--- src/rtl/bbc_pkg.sv ---
// Shared types and constants for the bracket balance checker.
package bbc_pkg;

  localparam logic [7:0] CHAR_OPEN_PAREN   = 8'h28;
  localparam logic [7:0] CHAR_CLOSE_PAREN  = 8'h29;
  localparam logic [7:0] CHAR_OPEN_BRACE   = 8'h7B;
  localparam logic [7:0] CHAR_CLOSE_BRACE  = 8'h7D;
  localparam logic [7:0] CHAR_OPEN_SQUARE  = 8'h5B;
  localparam logic [7:0] CHAR_CLOSE_SQUARE = 8'h5D;
  localparam logic [7:0] CHAR_NEWLINE      = 8'h0A;

  localparam logic [1:0] KIND_PAREN  = 2'd0;
  localparam logic [1:0] KIND_BRACE  = 2'd1;
  localparam logic [1:0] KIND_SQUARE = 2'd2;
  localparam logic [1:0] KIND_NONE   = 2'd3;

  localparam logic [2:0] VERDICT_BALANCED    = 3'd0;
  localparam logic [2:0] VERDICT_CLOSE_EMPTY = 3'd1;
  localparam logic [2:0] VERDICT_MISMATCH    = 3'd2;
  localparam logic [2:0] VERDICT_UNCLOSED    = 3'd3;
  localparam logic [2:0] VERDICT_OVERFLOW    = 3'd4;
  localparam logic [2:0] VERDICT_EMPTY       = 3'd5;

  typedef struct packed {
    logic       push;
    logic       pop;
    logic [1:0] kind;
  } stack_op_t;

endpackage

--- src/rtl/bbc_cell.sv ---
// One stack cell: holds a bracket kind and shifts with its neighbours.
module bbc_cell (
  input  logic               clk,
  input  bbc_pkg::stack_op_t op,
  input  logic [1:0]         from_above,
  input  logic [1:0]         from_below,
  output logic [1:0]         kind
);

  always_ff @(posedge clk) begin
    if (op.push) begin
      kind <= from_above;
    end else if (op.pop) begin
      kind <= from_below;
    end
  end

endmodule

--- src/rtl/bbc_stack.sv ---
// Shift-register bracket stack built from a chain of cells, top at cell zero.
module bbc_stack #(
  parameter int DEPTH = 64
) (
  input  logic               clk,
  input  bbc_pkg::stack_op_t op,
  output logic [1:0]         top_kind
);

  logic [1:0] cell_kind [DEPTH];

  for (genvar i = 0; i < DEPTH; i++) begin : g_cell
    logic [1:0] above;
    logic [1:0] below;

    if (i == 0) begin : g_top
      assign above = op.kind;
    end else begin : g_mid
      assign above = cell_kind[i-1];
    end

    if (i == DEPTH - 1) begin : g_bottom
      assign below = bbc_pkg::KIND_NONE;
    end else begin : g_up
      assign below = cell_kind[i+1];
    end

    bbc_cell u_cell (
      .clk        (clk),
      .op         (op),
      .from_above (above),
      .from_below (below),
      .kind       (cell_kind[i])
    );
  end

  assign top_kind = cell_kind[0];

endmodule

--- src/rtl/bracket_balance_checker_unit.sv ---
// Top level of the bracket balance checker: control, level count and verdict register.
//
// Usage: bytes of an expression enter on the byte channel (char_code, last_char,
// byte_valid, byte_stall); one transfer per cycle is taken while byte_stall is low,
// at one byte per cycle sustained. Opening brackets push onto a chain of STACK_DEPTH
// cells, closing brackets pop it; every other byte is ignored. Each push or pop is
// one shift of the cell chain. On the byte with last_char set, one verdict transfer
// is registered and shown on the verdict channel (verdict, open_left, verdict_valid,
// verdict_stall) in the next cycle. Other bytes give no result.
// The first error of an expression is held and later brackets are ignored until
// the verdict; all expression state then clears for the next one.
// While verdict_valid and verdict_stall are both high the verdict is held and
// byte_stall is raised, so no byte is taken until the waiting verdict is transferred.
// Reset (rst, synchronous) clears the level, the held error, the first-byte flag
// and the output valid; the cell contents need no reset, as a cell is read only
// after it has been pushed.
module bracket_balance_checker_unit #(
  parameter int STACK_DEPTH = 64
) (
  input  logic       clk,
  input  logic       rst,
  input  logic [7:0] char_code,
  input  logic       last_char,
  input  logic       byte_valid,
  output logic       byte_stall,
  output logic [2:0] verdict,
  output logic [6:0] open_left,
  output logic       verdict_valid,
  input  logic       verdict_stall
);

  localparam int LW = $clog2(STACK_DEPTH + 1);

  logic [LW-1:0]      level;
  logic [LW-1:0]      level_next;
  logic [2:0]         held_error;
  logic [2:0]         held_error_next;
  logic               at_first;
  logic               fire;
  logic               is_empty;
  logic [1:0]         open_kind;
  logic [1:0]         close_kind;
  logic [1:0]         top_kind;
  logic [2:0]         verdict_next;
  logic [6:0]         left_sat;
  bbc_pkg::stack_op_t op;

  assign byte_stall = verdict_valid && verdict_stall;
  assign fire       = byte_valid && !byte_stall;
  assign is_empty   = last_char && at_first && (char_code == bbc_pkg::CHAR_NEWLINE);

  always_comb begin
    unique case (char_code)
      bbc_pkg::CHAR_OPEN_PAREN:  open_kind = bbc_pkg::KIND_PAREN;
      bbc_pkg::CHAR_OPEN_BRACE:  open_kind = bbc_pkg::KIND_BRACE;
      bbc_pkg::CHAR_OPEN_SQUARE: open_kind = bbc_pkg::KIND_SQUARE;
      default:                   open_kind = bbc_pkg::KIND_NONE;
    endcase
    unique case (char_code)
      bbc_pkg::CHAR_CLOSE_PAREN:  close_kind = bbc_pkg::KIND_PAREN;
      bbc_pkg::CHAR_CLOSE_BRACE:  close_kind = bbc_pkg::KIND_BRACE;
      bbc_pkg::CHAR_CLOSE_SQUARE: close_kind = bbc_pkg::KIND_SQUARE;
      default:                    close_kind = bbc_pkg::KIND_NONE;
    endcase
  end

  always_comb begin
    op              = '0;
    op.kind         = open_kind;
    level_next      = level;
    held_error_next = held_error;
    if (fire && !is_empty && held_error == bbc_pkg::VERDICT_BALANCED) begin
      if (open_kind != bbc_pkg::KIND_NONE) begin
        if (level == LW'(STACK_DEPTH)) begin
          held_error_next = bbc_pkg::VERDICT_OVERFLOW;
        end else begin
          op.push    = 1'b1;
          level_next = level + LW'(1);
        end
      end else if (close_kind != bbc_pkg::KIND_NONE) begin
        if (level == '0) begin
          held_error_next = bbc_pkg::VERDICT_CLOSE_EMPTY;
        end else begin
          op.pop     = 1'b1;
          level_next = level - LW'(1);
          if (top_kind != close_kind) begin
            held_error_next = bbc_pkg::VERDICT_MISMATCH;
          end
        end
      end
    end
  end

  always_comb begin
    priority if (is_empty) begin
      verdict_next = bbc_pkg::VERDICT_EMPTY;
    end else if (held_error_next != bbc_pkg::VERDICT_BALANCED) begin
      verdict_next = held_error_next;
    end else if (level_next != '0) begin
      verdict_next = bbc_pkg::VERDICT_UNCLOSED;
    end else begin
      verdict_next = bbc_pkg::VERDICT_BALANCED;
    end
  end

  if (LW <= 7) begin : g_left_narrow
    assign left_sat = 7'(level_next);
  end else begin : g_left_wide
    assign left_sat = (level_next > LW'(127)) ? 7'd127 : level_next[6:0];
  end

  bbc_stack #(
    .DEPTH (STACK_DEPTH)
  ) u_stack (
    .clk      (clk),
    .op       (op),
    .top_kind (top_kind)
  );

  always_ff @(posedge clk) begin
    if (rst) begin
      level         <= '0;
      held_error    <= bbc_pkg::VERDICT_BALANCED;
      at_first      <= 1'b1;
      verdict_valid <= 1'b0;
    end else begin
      if (fire && last_char) begin
        level      <= '0;
        held_error <= bbc_pkg::VERDICT_BALANCED;
        at_first   <= 1'b1;
      end else if (fire) begin
        level      <= level_next;
        held_error <= held_error_next;
        at_first   <= 1'b0;
      end
      verdict_valid <= (fire && last_char) || byte_stall;
    end
  end

  always_ff @(posedge clk) begin
    if (fire && last_char) begin
      verdict   <= verdict_next;
      open_left <= is_empty ? 7'd0 : left_sat;
    end
  end

endmodule

--- config.mk ---
export PLATFORM = sky130hd
export DESIGN_NAME = bracket_balance_checker_unit
export DESIGN_NICKNAME = d
export VERILOG_FILES = /design/src/rtl/bbc_pkg.sv /design/src/rtl/bbc_cell.sv /design/src/rtl/bbc_stack.sv /design/src/rtl/bracket_balance_checker_unit.sv
export SDC_FILE = /design/constraint.sdc
export NUM_CORES = 1
export LEC_CHECK = 0
export BUFFER_PORTS_ARGS = -buffer_cell sky130_fd_sc_hd__buf_2
export CORE_ASPECT_RATIO = 1.75
export CORE_MARGIN = 3
export CORE_UTILIZATION = 55
export DETAILED_ROUTE_END_ITERATION = 7
export PLACE_DENSITY = 0.72
export SYNTH_ARGS = -nofsm -noshare
export SYNTH_HDL_FRONTEND = slang
export SYNTH_SLANG_ARGS = --single-unit
--- constraint.sdc ---
create_clock -name clk -period 14.2 [get_ports clk]
set_input_delay 1.42 -clock clk [delete_from_list [all_inputs] [get_ports clk]]
set_output_delay 1.42 -clock clk [all_outputs]
set_load 0.05 [all_outputs]
==> reports/qor.yml <==
status: "finished clean"
regToRegSetupSlack_ns: 10.40
portBuffers: 24
hold_viol: 0
synth_top_area_share_pct: 60.99
drt_first_pass_iters: 5
r2r-end: "u_stack.g_cell[54].u_cell.kind[0]$_DFFE_PP_"
hold_ws_ns: 0.4919
timing.final.crit_period_ns: 4.786
drc_errors: 0
final_cells: 638
cap_violations: 0
wl_per_cell_um: 17.34
wl_mm: 11.06
multiInputGateArea_sq_mm: 0.002231
nNetsFinal: 475
ys_ff_latch: 150
yosysSeqAreaShare_pct: 64.53
max_freq_ghz: 0.2089
gr-total-overflow: 0
crit_path_max_incr_delay_ns: 0.78
endpoint_kind: "register"
ant_nets: 0
synthesis.area_sq_mm: 0.006794
skew_ns: 0.008919
r2r_start: "at_first$_SDFFE_PP1P_"
worstHoldStart: "at_first$_SDFFE_PP1P_"
vias_per_cell: 5.719
peakVddDrop_mv: 0.1017
pre_cts_ws_ns: 9.022
clkPwrFrac_pct: 46.5
relSlewSlack_pct: 36.73
synth_cells: 436
p_per_area_mw_per_mm2: 122.6
cts_root_buf: "clkbuf_16"
route.vias.total: 3649
p_sw_uw: 198.3
synth_area_leaders: "edfxtp_1 61%, mux2_1 20%, dfxtp_1 3.5%"
yosys_warnings: 0
clock_path_buffers: 2
grt_usage_pct: 16.87
dpl_cell_area_sq_mm: 0.006987
nFillCells: 961
combPwrFrac_pct: 1.9
dieArea_sq_mm: 0.01378
slowest_stage: "buf_4"
post-cts-setup-buffers: 0
synth_edf_count: 138
antenna_found_initial: 0
synth_area_leader_cell: "edfxtp_1"
hold_path.class: "reg2reg"
rsz0062_at_grt: "false"
internal-power_uw: 728.2
synth.avg_cell_area_sq_um: 15.58
fin_crit_sh_pct: 33.71
boundaryPins: 25
dieWidth_um: 90.02
area_growth_pct: 11.25
drive_gt1_share_pct: 14.80
synth-async-reset-ratio_pct: 0
grt_max_degree: 70
critPathKind: "in2reg"
seqPwrFrac_pct: 51.6
place_congestion: 0.8104
arrival_ns: 4.95
numCtsBuffers: 17
setup_ws_ns: 9.414
htree_levels: 4
cts.repair.resized: 0
post-route-cell-area_sq_mm: 0.007559
cts_tree: "done"
core_sq_mm: 0.01207
grt_pass1_vias: 3833
grt_pass1_wl_mm: 18.42
setup_violations: 0
drt-initial-drc-count: 192
whs_path_depth: 1
critical_path.cell_chain: "buf_2 -> nor4bb_1 -> and3_1 -> or2_1 -> nor2_1 -> nand2_4 -> buf_4 -> mux2_1"
dp_hpwl_mm: 7.346
critPathRequiredTime_ns: 14.36
p_leak_nw: 2.608
netlist_top_cells_count: "138 x edfxtp_1, 123 x mux2_1, 27 x nor2_1, 18 x nand2_1"
seqCellArea_sq_mm: 0.004384
start_util_pct: 56.29
dpl.cell_count: 606
rr_worst_depth: 7
hold-path-endpoint: "at_first$_SDFFE_PP1P_"
cp-start-kind: "primary input"
n_antenna_cell: 0
yosysMostFrequentCell: "edfxtp_1"
synth_ff_type: "edfxtp_1"
drv_slew: 0
swShare_pct: 21.41
path_max_fanout: 69
numClockSinks: 150
ys_types: 53
setup_tns_ns: 0
clk_latency_ns: 0.41
syn_nets: 451
worst_pin_slew_ns: 0.9455
row_count: 53
die_y_um: 153.0
hold_buffers: 0
clk_pin_slew_worst_paths_ns: 0.06
[cells in the final DEF, fill, tap and decap left out, types with 3 or more instances in the layout]
master	instances
buf_2	24
edfxtp_1	138
buf_4	3
and2_1	3
clkinv_4	4
a21oi_1	10
mux2_1	123
nor3_1	4
nor4_1	3
nor2_1	27
inv_6	5
o21ai_0	3
inv_1	5
nand2_1	17
and3_1	3
nand3_1	8
clkinvlp_4	3
clkbuf_16	17
dfxtp_1	12
o21ai_1	8
nor4bb_1	3
[critical path, delay by kind of cell]
family | cells | cell delay [ns]
buf+inv | 2 | 0.91
mux | 1 | 0.39
simple gates | 5 | 2.10
[area by class of cell]
cell class                 count  area share, %
clock buffer                  18          5.678
timing repair buffer          27          1.887
multi-input combinational    258          29.51
inverter                       6         0.2980
tap                          165          2.731
sequential                   150          58.00
clock inverter                14          1.887
[sequential cells by signal, indices dropped and copies added (netlist names)]
register	flops
verdict	3
verdict_valid	1
open_left	7
u_stack.g_cell.u_cell.kind	128
at_first	1
held_error	3
level	7
[power groups by stage]
stage,Clock (mW),Combinational [mW],Sequential (mW)
6_report,0.431,0.0176,0.478
3_5_place_dp,0,0.0176,0.487
4_1_cts,0.439,0.0177,0.478
3_3_place_gp,0,0.0171,0.487
5_1_grt,0.458,0.0188,0.478
2_1_floorplan,0,0.00794,0.491
[cell families after synthesis]
group / after synthesis / synth area share (%)
adders and majority gates: 2 / 0.3683
muxes: 124 / 20.55
DFF: 150 / 64.53
buffers and inverters: 28 / 3.002
xor gates and xnor gates: 1 / 0.1289
AOI/OAI and AO/OA: 45 / 4.917
and+or+nand+nor: 86 / 6.501
[metrics by stage]
stage / power, mW / util (%)
6_report: 0.9265 / 62.63
3_3_place_gp: 0.5042 / 57.89
2_1_floorplan: 0.4990 / -
3_5_place_dp: 0.5047 / 57.89
4_1_cts: 0.9345 / 62.63
5_1_grt: 0.9548 / 62.63
[how the worst max path moves through the flow]
stage            startpoint                                          end  slack (ns)  cells past startpoint
6_report       char_code[7]  u_stack.g_cell[54].u_cell.kind[0]$_DFFE_PP_        9.41                      8
5_1_grt        char_code[2]  u_stack.g_cell[52].u_cell.kind[0]$_DFFE_PP_        9.19                      8
3_5_place_dp   char_code[2]  u_stack.g_cell[47].u_cell.kind[0]$_DFFE_PP_        9.02                      8
4_1_cts        char_code[2]  u_stack.g_cell[53].u_cell.kind[1]$_DFFE_PP_        9.44                      8
3_3_place_gp   char_code[7]  u_stack.g_cell[52].u_cell.kind[1]$_DFFE_PP_        9.17                      8
2_1_floorplan  char_code[2]   u_stack.g_cell[0].u_cell.kind[0]$_DFFE_PP_        1.20                      5
[routing by layer]
metal  wire (um)  GRT usage, %  up-vias
met5           0             0        -
met4         315         8.546        0
met3         362         4.530       21
met2        5926         29.60       92
met1        4459         18.70     1800
li1            -             -     1736
Power figures use the tool's default switching activity.
